File: src/rtl/fvn_pkg.sv
// ----------------------------------------------------------------------------
// fvn_pkg
// Shared constants, register codes and types for the fractal value noise block.
// ----------------------------------------------------------------------------
`default_nettype none

package fvn_pkg;

  localparam int FRAC_BITS       = 16;
  localparam int FREQ_FRAC       = 16;
  localparam int COORD_W         = 48;
  localparam int OUT_W           = FRAC_BITS + 2;
  localparam int VAL_W           = FRAC_BITS + 1;
  localparam int W_W             = FRAC_BITS + 1;
  localparam int PROD_W          = VAL_W + 33;
  localparam int MAX_OCTAVES_DEF = 8;
  localparam int QUEUE_DEPTH     = 4;
  localparam int ADDR_W          = 5;
  localparam int DATA_W          = 64;

  localparam logic [63:0] GOLDEN_STEP = 64'h9E37_79B9_7F4A_7C15;
  localparam logic [63:0] Y_OFFSET    = 64'hC2B2_AE3D_27D4_EB4F;
  localparam logic [63:0] MUL_A       = 64'hBF58_476D_1CE4_E5B9;
  localparam logic [63:0] MUL_B       = 64'h94D0_49BB_1331_11EB;
  localparam logic [31:0] ONE_Q16     = 32'h0001_0000;
  localparam logic [31:0] SAT32       = 32'hFFFF_FFFF;

  localparam logic [1:0] REG_SEED    = 2'd0;
  localparam logic [1:0] REG_COUNT   = 2'd1;
  localparam logic [1:0] REG_PERSIST = 2'd2;
  localparam logic [1:0] REG_LACUN   = 2'd3;

  localparam logic [63:0] RST_SEED    = 64'd0;
  localparam logic [3:0]  RST_COUNT   = 4'd1;
  localparam logic [16:0] RST_PERSIST = 17'd32768;
  localparam logic [18:0] RST_LACUN   = 19'd131072;

  typedef struct packed {
    logic [63:0] seed;
    logic [3:0]  octave_count;
    logic [16:0] persistence;
    logic [18:0] lacunarity;
  } cfg_t;

  typedef struct packed {
    logic        valid;
    logic        first;
    logic        last;
    logic        empty;
    logic [31:0] amp;
  } oct_tag_t;

endpackage

`default_nettype wire

File: src/rtl/fvn_div.sv
// ----------------------------------------------------------------------------
// fvn_div
// Pipelined restoring divider, one quotient bit a stage, signed truncation.
// ----------------------------------------------------------------------------
`default_nettype none

module fvn_div import fvn_pkg::*; #(
  parameter int MAX_OCTAVES = MAX_OCTAVES_DEF
) (
  input  logic                    clk,
  input  logic                    rst,
  input  logic                    en,
  input  logic                    in_valid,
  input  logic                    in_empty,
  input  logic signed [PROD_W+$clog2(MAX_OCTAVES+1)-1:0] in_sum,
  input  logic [32+$clog2(MAX_OCTAVES+1)-1:0]             in_tot,
  output logic                    res_valid,
  output logic signed [OUT_W-1:0] res_value
);

  localparam int CNT_W = $clog2(MAX_OCTAVES+1);
  localparam int SUM_W = PROD_W + CNT_W;
  localparam int TOT_W = 32 + CNT_W;
  localparam int QB    = FRAC_BITS + 1;
  localparam logic [QB-1:0] ONE_Q = {1'b1, {FRAC_BITS{1'b0}}};

  logic [SUM_W-1:0] rem   [QB+1];
  logic [QB-1:0]    qv    [QB+1];
  logic [TOT_W-1:0] tots  [QB+1];
  logic             negs  [QB+1];
  logic             emps  [QB+1];
  logic             vld   [QB+1];
  logic [SUM_W-1:0] dvs   [QB];
  logic             ge    [QB];
  logic [QB-1:0]    qc;
  logic [OUT_W-1:0] qx;

  always_comb begin
    for (int j = 1; j <= QB; j++) begin
      dvs[j-1] = SUM_W'(tots[j-1]) << (QB - j);
      ge[j-1]  = (rem[j-1] >= dvs[j-1]);
    end
    qc = (qv[QB] > ONE_Q) ? ONE_Q : qv[QB];
    qx = OUT_W'(qc);
  end

  always_ff @(posedge clk) begin
    if (en) begin
      rem[0]  <= in_sum[SUM_W-1] ? SUM_W'(-in_sum) : SUM_W'(in_sum);
      qv[0]   <= '0;
      tots[0] <= in_tot;
      negs[0] <= in_sum[SUM_W-1];
      emps[0] <= in_empty;
      for (int j = 1; j <= QB; j++) begin
        rem[j]  <= ge[j-1] ? rem[j-1] - dvs[j-1] : rem[j-1];
        qv[j]   <= {qv[j-1][QB-2:0], ge[j-1]};
        tots[j] <= tots[j-1];
        negs[j] <= negs[j-1];
        emps[j] <= emps[j-1];
      end
      if (emps[QB]) begin
        res_value <= '0;
      end else if (negs[QB]) begin
        res_value <= -qx;
      end else begin
        res_value <= qx;
      end
    end
  end

  always_ff @(posedge clk) begin
    if (rst) begin
      for (int j = 0; j <= QB; j++) begin
        vld[j] <= 1'b0;
      end
      res_valid <= 1'b0;
    end else if (en) begin
      vld[0] <= in_valid;
      for (int j = 1; j <= QB; j++) begin
        vld[j] <= vld[j-1];
      end
      res_valid <= vld[QB];
    end
  end

endmodule

`default_nettype wire

File: config.mk
export PLATFORM = sky130hd
export DESIGN_NAME = fvn_div
export DESIGN_NICKNAME = d
export VERILOG_FILES = /design/src/rtl/fvn_pkg.sv /design/src/rtl/fvn_div.sv
export SDC_FILE = /design/constraint.sdc
export NUM_CORES = 2
export LEC_CHECK = 0
export BUFFER_PORTS_ARGS = -buffer_cell sky130_fd_sc_hd__buf_2
export CORE_MARGIN = 3
export CORE_UTILIZATION = 41
export CTS_CLUSTER_SIZE = 14
export DETAILED_ROUTE_END_ITERATION = 6
export SETUP_SLACK_MARGIN = 0.3
export SLEW_MARGIN = 10
export SYNTH_ARGS = -nofsm -noshare
export SYNTH_HDL_FRONTEND = slang
export SYNTH_SLANG_ARGS = --single-unit
File: constraint.sdc
create_clock -name clk -period 7.66 [get_ports clk]
set_input_delay 1.149 -clock clk [delete_from_list [all_inputs] [get_ports clk]]
set_output_delay 1.149 -clock clk [all_outputs]
set_load 0.03 [all_outputs]
==> metrics.log <==
INFO  metric yosys.cell_types.count = 92
INFO  metric fin_worst_hold_slack = 0.405 ns
INFO  metric criticalPathCategory = reg2reg
INFO  metric post_synth_and_or_nand_nor_area_fraction = 11.7%
INFO  metric cts_repair_resize_count = 0
INFO  metric placedCellCount = 12136
INFO  metric stage_delay_of_the_slowest_cell_on_the_critical_path = 0.91 ns
INFO  metric critPathCaptureType = flip-flop
INFO  metric worst_path_dominant_cell_family = compound AO/OA/AOI/OAI gates
INFO  metric die-width = 496 um
INFO  metric violations_in_the_final_reports = design-rule violations
INFO  metric ir_drop = 202 uV
INFO  metric cts_root_buffer_type = clkbuf_16
INFO  metric residual_overflow_from_global_routing = 0
INFO  metric main_combinational_cell_family_by_area_after_synthesis = compound AO/OA/AOI/OAI gates
INFO  metric post_drt_wl_per_cell = 19.4 um
INFO  metric area_delta_synth_final = 10.9%
INFO  metric dpl_wire_length = 188 mm
INFO  metric tritoncts.num_buffers = 195
INFO  metric h_tree_depth = 4
INFO  metric synth_fp_nets = 9789
INFO  metric core_region_area = 238000 um2
INFO  metric rsz_0062_raised_after_global_routing = no
INFO  metric die_h = 496 um
INFO  metric syn_avg_cell_area = 10.8 um2
INFO  metric tightestPinTransition = 1.23 ns
INFO  metric slew_headroom = 17.2%
INFO  metric final_cell_count_without_fillers = 12488
INFO  metric reg2regPathDepth = 14
INFO  metric antenna_violating_nets_post_route = 0
INFO  metric synth_warn = 0
INFO  metric setup_violations_final = 0
INFO  metric yosysSeqAreaShare = 53.6%
INFO  metric synth_flop_cell = edfxtp_1
INFO  metric drcViolationCount = 13
INFO  metric cp-start-kind = flip-flop
INFO  metric cellLeakagePower = 42.1 nW
INFO  metric synth_edf_count = 1755
INFO  metric layout_common_cells = 1755 x edfxtp_1, 854 x nand2_1, 798 x inv_1
INFO  metric hp-class = reg2reg
INFO  metric final_max_slew_viol_count = 0
INFO  metric cts_hold_buffers = 0
INFO  metric post_synth_fa_ha_maj_area_fraction = 8.14%
INFO  metric peak_freq = 193 MHz
INFO  metric timing.final.crit_share = 67.6%
INFO  metric cts.sinks = 1756
INFO  metric tns_setup = 0 ns
INFO  metric drt_pass1_iterations = 7
INFO  metric muxShareOfSynthArea = 0.773%
INFO  metric synth_xor_xnor_area_share = 6.33%
INFO  metric gr-usage-all-layers = 19.4%
INFO  metric asyncSetResetFlopFracSynth = 0%
INFO  metric global_route_wire_length_before_repair = 377 mm
INFO  metric path_buf_inv = 3
INFO  metric num_io_pins = 114
INFO  metric first_global_vias = 69316
INFO  metric via_count = 67345
INFO  metric fillers = 21673
INFO  metric cts_tree = built
INFO  metric synth-seq-cells = 1756
INFO  metric initial_core_util = 41.3%
INFO  metric area_of_the_die = 246000 um2
INFO  metric antenna_violations_before_repair = 4
INFO  metric synthCells = 9064
INFO  metric clock_skew_after_layout = 0.0416 ns
INFO  metric critical_path_fanouts_max = 24
INFO  metric maxCapViolCount = 0
INFO  metric dr.first_iter.drc_count = 3633
INFO  metric cts-root-to-sink-buffers = 3
INFO  metric grt_start_max_net_pins = 176
INFO  metric holdPathStages = 0
INFO  metric synth-compound-area-share = 15.3%
INFO  metric layout_commonest_cell = edfxtp_1
INFO  metric power.density = 375 nW/um2
INFO  metric ff_to_ff_setup_slack = 2.49 ns
INFO  metric outcome = complete, but fails checks
INFO  metric place.gp.congestion = 0.988
INFO  metric cp.arrival = 5.69 ns
INFO  metric final_net_count = 9891
INFO  metric placementRows = 179
INFO  metric final.min_clock_period = 5.17 ns
INFO  metric worst-path-stages = 14
INFO  metric netlist_area = 98300 um2
INFO  metric cts.reportedPaths.clkPinSlew = 0.06 ns
INFO  metric critical_path.cell_chain = inv_1 -> ha_1 -> nand4_1 -> nor2_1 -> a21oi_1 -> a21oi_1 -> o31ai_1 -> buf_4 -> o21ai_1 -> nor4_2 -> buf_4 -> or3_1 -> a2111oi_0 -> xor2_1
INFO  metric critPathRequiredTime = 8.18 ns
INFO  metric postCtsSetupBuffers = 0
INFO  metric insertion_delay = 0.83 ns
INFO  metric detail_route.wirelength = 242 mm
INFO  metric timing.final.hold_violations = 0
INFO  metric io_buffer_count = 113
INFO  metric critical_path.slowest_cell = a2111oi_0
INFO  metric drive_above_1_share = 6.51%
INFO  metric average_vias_per_placed_instance = 5.39
-- sequential cells by signal, indices dropped and copies added (netlist names) --
| signal | flops |
|---|---|
| qv | 153 |
| res_valid | 1 |
| negs | 18 |
| tots | 612 |
| rem | 918 |
| res_value | 18 |
| emps | 18 |
| vld | 18 |
-- logic make-up (layout without fill, tap and decap cells) --
logic type                 count (synthesis)  in the layout
adders and majority gates                630            630
and+or+nand+nor                         2369           2369
AOI/OAI and AO/OA                       2458           2458
DFF                                     1756           1756
buffers and inverters                   1073           1328
muxes                                     68             68
other                                      0              2
xor gates and xnor gates                 710            710
-- routing by layer --
metal  routed length (um)  vias to the layer above  global-route usage, %
met3                 7010                      695                   2.38
li1                     -                    33513                      -
met5                    0                        -                      0
met2               130000                     1557                   37.8
met4                17700                        0                   12.8
met1                86600                    31580                   19.1
-- where the power goes --
part	leakage [nW]	switching, W	internal (W)
combinational	21.9	0.00993	0.00667
clock	3.10	0.00384	0.00542
sequential	17.0	0.00133	0.0137
-- final timing paths --
path,startpoint,to
max,tots[14][9]$_DFFE_PP_,rem[15][51]$_DFFE_PP_
min,qv[10][3]$_DFFE_PP_,qv[11][4]$_DFFE_PP_
max reg2reg,tots[14][9]$_DFFE_PP_,rem[15][51]$_DFFE_PP_
min reg2reg,qv[10][3]$_DFFE_PP_,qv[11][4]$_DFFE_PP_
-- per-stage QoR --
stage	power [W]	area [um2]	setup slack (ns)	utilization, %
5_1_grt	0.0437	109000	2.36	45.8
6_report	0.0409	109000	2.49	45.8
4_1_cts	0.0411	109000	2.57	45.8
3_5_place_dp	0.0317	103000	2.59	43.1
3_3_place_gp	0.0315	103000	2.58	43.1
2_1_floorplan	0.0269	98300	3.65	-
-- cell usage after synthesis, types with 16 or more instances --
cell type,number,share of area [%]
a211oi_1,56,0.43
mux2_2,59,0.68
a31oi_1,54,0.34
o41ai_1,24,0.21
o211ai_1,37,0.28
or3_1,41,0.26
buf_1,19,0.073
o21bai_1,90,0.69
and4_1,20,0.18
buf_2,20,0.10
or4_1,39,0.30
o31ai_1,72,0.55
o21a_1,78,0.60
a2111oi_0,19,0.17
nand2_1,854,3.3
a21o_1,317,2.4
nor2_1,475,1.8
nor2b_1,77,0.49
inv_1,798,3.0
nand3_1,170,0.87
nor3_1,127,0.65
xor2_1,306,2.7
o2111ai_1,17,0.15
ha_1,614,7.8
nor3b_1,22,0.17
or2_2,27,0.17
fa_1,16,0.33
xnor2_1,404,3.6
and3_1,67,0.43
a211o_1,19,0.17
o21ai_0,763,3.9
a221oi_1,18,0.16
nand4_1,142,0.90
nand2b_1,85,0.54
and2_1,47,0.30
edfxtp_1,1755,54
nor4_1,93,0.59
clkbuf_1,232,0.89
nand3b_1,22,0.17
nor4b_1,20,0.18
a21oi_1,717,3.7
-- final cells by class --
cell class	instances	area [um2]	area share, %
clock inverters	116	1340	1.23
diodes	2	5.00	0.00459
multi-input cells	6235	41700	38.3
well taps	3167	3960	3.64
inverters	802	3010	2.76
flip-flops and latches	1756	52700	48.4
repair buffers	176	1160	1.07
clock buffers	234	5060	4.64
-- worst reg2reg max path: cells and delay by family, from the launching register on --
family | cells | cell delay (ns)
xor gates and xnor gates | 1 | 0.16
adders and majority gates | 1 | 0.35
buffers and inverters | 3 | 0.48
DFF | 1 | 0.42
and+or+nand+nor | 4 | 1.42
AOI/OAI and AO/OA | 5 | 2.05
(Power assumes the default switching activity.)
