### src/rtl/fvn_pkg.sv
// ----------------------------------------------------------------------------
// fvn_pkg
// Shared constants, register codes and types for the fractal value noise block.
// ----------------------------------------------------------------------------
`default_nettype none

package fvn_pkg;

  localparam int FRAC_BITS       = 16;
  localparam int FREQ_FRAC       = 16;
  localparam int COORD_W         = 48;
  localparam int OUT_W           = FRAC_BITS + 2;
  localparam int VAL_W           = FRAC_BITS + 1;
  localparam int W_W             = FRAC_BITS + 1;
  localparam int PROD_W          = VAL_W + 33;
  localparam int MAX_OCTAVES_DEF = 8;
  localparam int QUEUE_DEPTH     = 4;
  localparam int ADDR_W          = 5;
  localparam int DATA_W          = 64;

  localparam logic [63:0] GOLDEN_STEP = 64'h9E37_79B9_7F4A_7C15;
  localparam logic [63:0] Y_OFFSET    = 64'hC2B2_AE3D_27D4_EB4F;
  localparam logic [63:0] MUL_A       = 64'hBF58_476D_1CE4_E5B9;
  localparam logic [63:0] MUL_B       = 64'h94D0_49BB_1331_11EB;
  localparam logic [31:0] ONE_Q16     = 32'h0001_0000;
  localparam logic [31:0] SAT32       = 32'hFFFF_FFFF;

  localparam logic [1:0] REG_SEED    = 2'd0;
  localparam logic [1:0] REG_COUNT   = 2'd1;
  localparam logic [1:0] REG_PERSIST = 2'd2;
  localparam logic [1:0] REG_LACUN   = 2'd3;

  localparam logic [63:0] RST_SEED    = 64'd0;
  localparam logic [3:0]  RST_COUNT   = 4'd1;
  localparam logic [16:0] RST_PERSIST = 17'd32768;
  localparam logic [18:0] RST_LACUN   = 19'd131072;

  typedef struct packed {
    logic [63:0] seed;
    logic [3:0]  octave_count;
    logic [16:0] persistence;
    logic [18:0] lacunarity;
  } cfg_t;

  typedef struct packed {
    logic        valid;
    logic        first;
    logic        last;
    logic        empty;
    logic [31:0] amp;
  } oct_tag_t;

endpackage

`default_nettype wire

### src/rtl/fvn_front.sv
// ----------------------------------------------------------------------------
// fvn_front
// Input side: accepts coordinate items and holds them in a short queue.
// ----------------------------------------------------------------------------
`default_nettype none

module fvn_front import fvn_pkg::*; (
  input  logic                      clk,
  input  logic                      rst,
  input  logic                      coord_valid,
  output logic                      coord_ready,
  input  logic signed [COORD_W-1:0] coord_x,
  input  logic signed [COORD_W-1:0] coord_y,
  output logic                      head_valid,
  output logic signed [COORD_W-1:0] head_x,
  output logic signed [COORD_W-1:0] head_y,
  input  logic                      pop
);

  localparam int PTR_W = $clog2(QUEUE_DEPTH);

  logic [COORD_W-1:0] qx [QUEUE_DEPTH];
  logic [COORD_W-1:0] qy [QUEUE_DEPTH];
  logic [PTR_W-1:0]   wr_ptr;
  logic [PTR_W-1:0]   rd_ptr;
  logic [PTR_W:0]     count;
  logic               push;
  logic               pull;

  assign coord_ready = (count != (PTR_W+1)'(QUEUE_DEPTH));
  assign head_valid  = (count != '0);
  assign head_x      = $signed(qx[rd_ptr]);
  assign head_y      = $signed(qy[rd_ptr]);
  assign push        = coord_valid && coord_ready;
  assign pull        = pop && head_valid;

  always_ff @(posedge clk) begin
    if (push) begin
      qx[wr_ptr] <= coord_x;
      qy[wr_ptr] <= coord_y;
    end
  end

  always_ff @(posedge clk) begin
    if (rst) begin
      wr_ptr <= '0;
      rd_ptr <= '0;
      count  <= '0;
    end else begin
      if (push) begin
        wr_ptr <= wr_ptr + 1'b1;
      end
      if (pull) begin
        rd_ptr <= rd_ptr + 1'b1;
      end
      if (push && !pull) begin
        count <= count + 1'b1;
      end else if (pull && !push) begin
        count <= count - 1'b1;
      end
    end
  end

endmodule

`default_nettype wire

### config.mk
export PLATFORM = sky130hd
export DESIGN_NAME = fvn_front
export DESIGN_NICKNAME = d
export VERILOG_FILES = /design/src/rtl/fvn_pkg.sv /design/src/rtl/fvn_front.sv
export SDC_FILE = /design/constraint.sdc
export NUM_CORES = 1
export LEC_CHECK = 0
export BUFFER_PORTS_ARGS = -buffer_cell sky130_fd_sc_hd__buf_2
export CORE_UTILIZATION = 50
export CTS_BUF_LIST = sky130_fd_sc_hd__clkbuf_2
export CTS_CLUSTER_DIAMETER = 80
export DETAILED_ROUTE_END_ITERATION = 8
export PLACE_DENSITY = 0.75
export SKIP_LAST_GASP = 1
export SYNTH_ARGS = -nofsm -noshare
export SYNTH_HDL_FRONTEND = slang
export SYNTH_SLANG_ARGS = --single-unit
### constraint.sdc
create_clock -name clk -period 5.5 [get_ports clk]
set_input_delay 1.65 -clock clk [delete_from_list [all_inputs] [get_ports clk]]
set_output_delay 1.65 -clock clk [all_outputs]
set_load 0.05 [all_outputs]
==> flow_summary.json, run 1 <==
{
  "drc": 0,
  "grt_pass1_wl_um": 39520,
  "cts_tree": "built",
  "layout.nets": 933,
  "finalHoldViolations": 0,
  "viasPerCell": 5.401,
  "syn-num-nets": 656,
  "syn_to_final_growth_pct": 14.97,
  "synth_area_leaders": "edfxtp_1 (81%), mux4_2 (15%), dfxtp_1 (1.3%), ha_1 (0.44%), buf_6 (0.39%)",
  "grt_usage_pct": 18.32,
  "rsz0062_at_grt": "false",
  "postCtsSetupRepairBufs": 0,
  "clkTransAtPathRegs_ps": 90,
  "fmax_ghz": 0.2203,
  "r2r_end": "qy[0][1]",
  "fp.dieH_um": 171.2,
  "r2r-start": "count[0]",
  "port-buffer-count": 197,
  "fin_tns_setup_ps": 0,
  "synthCells": 550,
  "min_from": "wr_ptr[1]",
  "antenna_found_initial": 6,
  "wl_per_cell_um": 20.89,
  "grt_overflow": 0,
  "syn-cell-area_sq_mm": 0.01431,
  "layout_min_cycle_time_ps": 4538,
  "setup_violations": 0,
  "worstSetupStartpointType": "register",
  "yosys.area.top_type": "edfxtp_1",
  "synth_edf_count": 384,
  "tightest_slew_ps": 949.7,
  "vias": 6767,
  "synth.distinct_cells": 23,
  "cts_resized": 0,
  "cap_violations": 0,
  "clock-skew-final_ps": 75.63,
  "dr.pass1.iters": 4,
  "p_leak_nw": 5.613,
  "hold_class": "register to register",
  "fin_cells": 1253,
  "ys_seq_area_share_pct": 81.85,
  "clockBufferDepth": 3,
  "ant_nets": 0,
  "relSlewSlack_pct": 36.69,
  "clk_latency_ps": 870,
  "period_share_pct": 82.52,
  "drive_gt1_share_pct": 49.83,
  "core-area_sq_mm": 0.02793,
  "io_pins": 198,
  "arrival_ps": 2890,
  "place.gp.congestion": 0.7394,
  "peakVddDrop_mv": 0.2968,
  "powerDensity_mw_per_mm2": 496.2,
  "endpoint": "head_y[39]",
  "place_hpwl_um": 15410,
  "ys.flop_type": "edfxtp_1",
  "status": "finished, final reports clean",
  "slew_viol_final": 0,
  "synth.most_common_cell": "edfxtp_1",
  "rr_worst_depth": 4,
  "syn_avg_cell_area_sq_um": 26.02,
  "synth_common_cells": "edfxtp_1 (384), mux4_2 (96), buf_2 (11)",
  "hold_buffers": 0,
  "grt_pass1_vias": 7352,
  "synth_async_sr_flop_share_pct": 0,
  "clock-root-buffer": "clkbuf_2",
  "place_inst": 1110,
  "synth_warnings": 0,
  "wl_um": 26170,
  "cts_made_buffers": 93,
  "die_area_sq_mm": 0.02930,
  "synth_top_area_share_pct": 80.59,
  "cts.sink_count": 393,
  "drtIter0Drc": 462,
  "worstSetupEndpointType": "output pin",
  "worstPathMaxFanout": 27,
  "required_ps": 3850,
  "path_class": "register to output pin",
  "ys_ff_latch": 393,
  "die_w_um": 171.2,
  "fp-row-count": 61,
  "start_util_pct": 51.22,
  "r2r_setup_slack_ps": 2990,
  "grt_max_degree": 64,
  "htreeDepth": 3
}
kinds of logic after synthesis:
kind of cell / synth area share [%]
flops: 81.85
simple gates: 0.5858
fa+ha+maj: 0.5771
xor+xnor: 0.2448
mux: 15.33
compound gates: 0.2623
buf+inv: 1.154
final cells by class:
class                      count  area [sq um]
fill                        2063         11480
antenna                        4         10.01
tap                          378         473.0
clock inverter                19         86.33
multi-input combinational    131          2442
inverter                       3         11.26
sequential                   393         11720
timing repair buffer         205          1109
clock buffer                 120         600.6
worst max-delay path, stage by stage (launching register included):
cell	delay (ps)
dfxtp_4	720
buf_4	520
mux4_2	580
buf_2	230
report_power, final:
group	total (mW)	switching [mW]	internal, mW
logic	2.76	1.90	0.853
registers	3.80	0.166	3.63
clock network	1.61	1.03	0.584
sequential cells by signal, summed over array words and instances (netlist names), named ones only:
register	flops
qx	192
rd_ptr	2
count	3
wr_ptr	2
qy	192
layout by cell type, fill, tap and decap left out, drive strengths merged:
master and n:
o31ai 1, nor2 8, mux2 1, a21boi 1
ha 5, edfxtp 384, a21oi 1, mux4 96
fa 1, nand2b 2, buf 205, clkbuf 120
nand2 1, or3 2, diode 4, o21ai 1
o311ai 1, xor2 4, inv 5, clkinv 17
dfxtp 9, mux2i 2, and2 4
through the flow:
stage | worst slack (ps) | hold slack [ps] | area, sq um | total power [mW] | utilization (%)
after floorplan | 853.8 | 482.0 | 14310 | 6.063 | -
after global placement | 1755 | 489.1 | 15750 | 6.613 | 56.40
after detailed placement | 1722 | 501.4 | 15750 | 6.668 | 56.40
after CTS | 791.9 | 528.0 | 16440 | 8.279 | 58.86
after global routing | 693.7 | 552.8 | 16450 | 8.545 | 58.88
final | 961.6 | 525.9 | 16450 | 8.164 | 58.89
metal layers:
layer | wire length, um | track usage, % | vias to the layer above
li1 | - | - | 2972
met1 | 10700 | 22.74 | 3510
met2 | 13160 | 30.13 | 243
met3 | 1920 | 5.968 | 36
met4 | 350 | 6.832 | 6
met5 | 37 | 0 | -
worst min path at each step:
stage / endpoint / depth (start not counted) / slack, ps
2_1_floorplan: wr_ptr[1] / 2 / 480
3_3_place_gp: wr_ptr[1] / 2 / 490
3_5_place_dp: register / 2 / 500
4_1_cts: wr_ptr[1] / 2 / 530
5_1_grt: wr_ptr[1] / 2 / 550
6_report: wr_ptr[1] / 2 / 530
(Power assumes the default switching activity.)
==> inputs of run 2 (changes only) <==
--- a/config.mk
+++ b/config.mk
@@ -5,12 +5,13 @@
 export SDC_FILE = /design/constraint.sdc
 export NUM_CORES = 1
 export LEC_CHECK = 0
+export ABC_AREA = 1
 export BUFFER_PORTS_ARGS = -buffer_cell sky130_fd_sc_hd__buf_2
 export CORE_UTILIZATION = 50
 export CTS_BUF_LIST = sky130_fd_sc_hd__clkbuf_2
 export CTS_CLUSTER_DIAMETER = 80
 export DETAILED_ROUTE_END_ITERATION = 8
-export PLACE_DENSITY = 0.75
+export PLACE_DENSITY = 0.78
 export SKIP_LAST_GASP = 1
 export SYNTH_ARGS = -nofsm -noshare
 export SYNTH_HDL_FRONTEND = slang
==> constraint.sdc (replaced) <==
create_clock -name clk -period 4.05 [get_ports clk]
set_input_delay 1.215 -clock clk [delete_from_list [all_inputs] [get_ports clk]]
set_output_delay 1.215 -clock clk [all_outputs]
set_load 0.05 [all_outputs]
==> run 2 against run 1 <==
  * Combinational power rose by 47%
  * Non-clock buffer count rose by 14
  * Highest routed layer unchanged
  * Sequential power rose by 33%
==> flow_summary.json, run 2 <==
{
  "worstSetupStartpointType": "register",
  "powerDensity_mw_per_mm2": 678.8,
  "cts_made_buffers": 94,
  "drtIter0Drc": 730,
  "place.gp.congestion": 0.7659,
  "relSlewSlack_pct": 41.55,
  "fill_cells": 2279,
  "setup_ws_ps": 255.2,
  "clock-root-buffer": "clkbuf_2",
  "wl_per_cell_um": 17.99,
  "layout.nets": 1355,
  "syn_avg_cell_area_sq_um": 14.82,
  "cts.sink_count": 393,
  "grt_usage_pct": 20.12,
  "drive_gt1_share_pct": 28.06,
  "syn-cell-area_sq_mm": 0.01476,
  "synth_warnings": 0,
  "ys_ff_latch": 393,
  "clk_latency_ps": 860,
  "htreeDepth": 3,
  "cts_tree": "built",
  "synth-simple-area-share_pct": 5.808,
  "arrival_ps": 2580,
  "dr.pass1.iters": 5,
  "tightest_slew_ps": 876.7,
  "most-common-layout-cells": "edfxtp_1 (384), nor2_1 (202), buf_2 (197)",
  "path_class": "register to output pin",
  "largest_registers": "qx x192, qy x192, count x3",
  "fp-row-count": 62,
  "slew_viol_final": 0,
  "place_ws_ps": 986.2,
  "required_ps": 2830,
  "synth_top_area_share_pct": 78.14,
  "cap_violations": 0,
  "p_leak_nw": 6.070,
  "hold_class": "register to register",
  "antenna_found_initial": 6,
  "clock-skew-final_ps": 62.91,
  "final_util_pct": 58.55,
  "finalHoldViolations": 0,
  "synth.most_common_cell": "edfxtp_1",
  "peakVddDrop_mv": 0.4487,
  "ant_nets": 0,
  "clockBufferDepth": 3,
  "synth.distinct_cells": 21,
  "yosys.area.top_type": "edfxtp_1",
  "synth_common_cells": "edfxtp_1 (384), nor2_1 (206), o21ai_0 (102)",
  "synth_async_sr_flop_share_pct": 0,
  "die_w_um": 173.8,
  "syn-num-nets": 1102,
  "layout_min_cycle_time_ps": 3795,
  "drc": 0,
  "die_area_sq_mm": 0.03020,
  "period_share_pct": 93.70,
  "setup_violations": 0,
  "wl_um": 30680,
  "start_util_pct": 51.14,
  "synth_area_leaders": "edfxtp_1 (78%), nor2_1 (5.2%), o22ai_1 (4.1%), o21ai_0 (3.5%), o21ai_1 (3.1%)",
  "synth_edf_count": 384,
  "status": "finished, final reports clean",
  "place_hpwl_um": 16820,
  "fmax_ghz": 0.2635,
  "worstPathMaxFanout": 44,
  "ys.flop_type": "edfxtp_1",
  "vias": 9218,
  "ys_seq_area_share_pct": 79.36,
  "fp.dieH_um": 173.8,
  "synth_top_family_by_area": "compound AO/OA/AOI/OAI gates",
  "core-area_sq_mm": 0.02886,
  "synth.mux.area_fraction_pct": 0,
  "synth_xor_area_share_pct": 0.05935,
  "grt_pass1_wl_um": 47590,
  "synthCells": 996,
  "synthAdderAreaFrac_pct": 0.5596,
  "rsz0062_at_grt": "false",
  "synth_compound_area_share_pct": 10.72,
  "grt_pass1_vias": 9483,
  "viasPerCell": 5.406,
  "syn_to_final_growth_pct": 14.51,
  "io_pins": 198,
  "final_common_cell": "edfxtp_1",
  "grt_overflow": 0,
  "port-buffer-count": 197,
  "grt_max_degree": 148,
  "clkTransAtPathRegs_ps": 100,
  "worstSetupEndpointType": "output pin"
}
-- run 2: cell types whose count changed after synthesis, moves of 11 or more --
cell,change
nor2_1,+198
o21ai_0,+101
mux4_2,-96
o22ai_1,+96
o21ai_1,+91
buf_6,+17
nand2_1,+14
inv_1,+11
-- run 2: cell type report --
cell class / instances / area [sq um] / area share [%]
clock buffer: 135 / 675.6 / 3.999
timing repair buffer: 219 / 1259 / 7.449
inverter: 16 / 68.82 / 0.4073
sequential: 393 / 11720 / 69.35
multi-input combinational: 525 / 2560 / 15.15
antenna: 6 / 15.01 / 0.08886
clock inverter: 27 / 120.1 / 0.7108
tap: 384 / 480.5 / 2.843
-- run 2: report_power, final --
| part | switching [mW] | internal, mW | total [mW] |
|---|---|---|---|
| sequential | 0.124 | 4.94 | 5.06 |
| combinational | 3.19 | 0.867 | 4.05 |
| clock | 1.47 | 0.890 | 2.36 |
-- run 2: kinds of logic (layout without fill, tap and decap cells) --
| logic type | count (synthesis) | in the layout |
|---|---|---|
| xor+xnor | 1 | 1 |
| fa+ha+maj | 6 | 6 |
| other cells | 0 | 6 |
| buf+inv | 78 | 397 |
| simple gates | 226 | 226 |
| flops | 393 | 393 |
| compound gates | 292 | 292 |
-- run 2: final timing paths --
check / start / endpoint / slack, ps / cells after the start
max reg2reg: count[0] / qy[1][19] / 1820 / 5
min: rd_ptr[1] / register / 510 / 2
min reg2reg: rd_ptr[1] / register / 510 / 2
max: register / head_x[12] / 260 / 5
-- run 2: what timing repair did --
item                                    4_1_cts  5_1_grt
hold buffers                                  0        0
gates resized for setup                       0        1
setup buffers                                 0        1
endpoints found under the setup margin        0       44
-- run 2: critical path, stage by stage (launching register included) --
cell and delay [ps]:
dfxtp_4 480, clkinv_2 110, buf_4 460, o21ai_1 180
o22ai_1 190, buf_2 300
-- run 2: routing by layer --
| layer | track usage (%) | wire, um | vias up |
|---|---|---|---|
| met5 | 0 | 24 | - |
| met4 | 7.749 | 516 | 4 |
| met3 | 6.579 | 2655 | 64 |
| met2 | 33.77 | 15180 | 367 |
| met1 | 24.14 | 12300 | 4466 |
| li1 | - | - | 4317 |
-- run 2: through the flow --
| step | TNS, ps | area [sq um] | cells | total power [mW] | hold WS [ps] |
|---|---|---|---|---|---|
| global placement | 0 | 16060 | 1536 | 9.131 | 475.0 |
| floorplan | -107420 | 14770 | 996 | 8.289 | 459.4 |
| detailed placement | 0 | 16060 | 1536 | 9.206 | 492.0 |
| global route | 0 | 16890 | 1701 | 12.03 | 428.6 |
| finish | 0 | 16900 | 1705 | 11.47 | 510.3 |
| CTS | 0 | 16850 | 1698 | 11.56 | 421.5 |
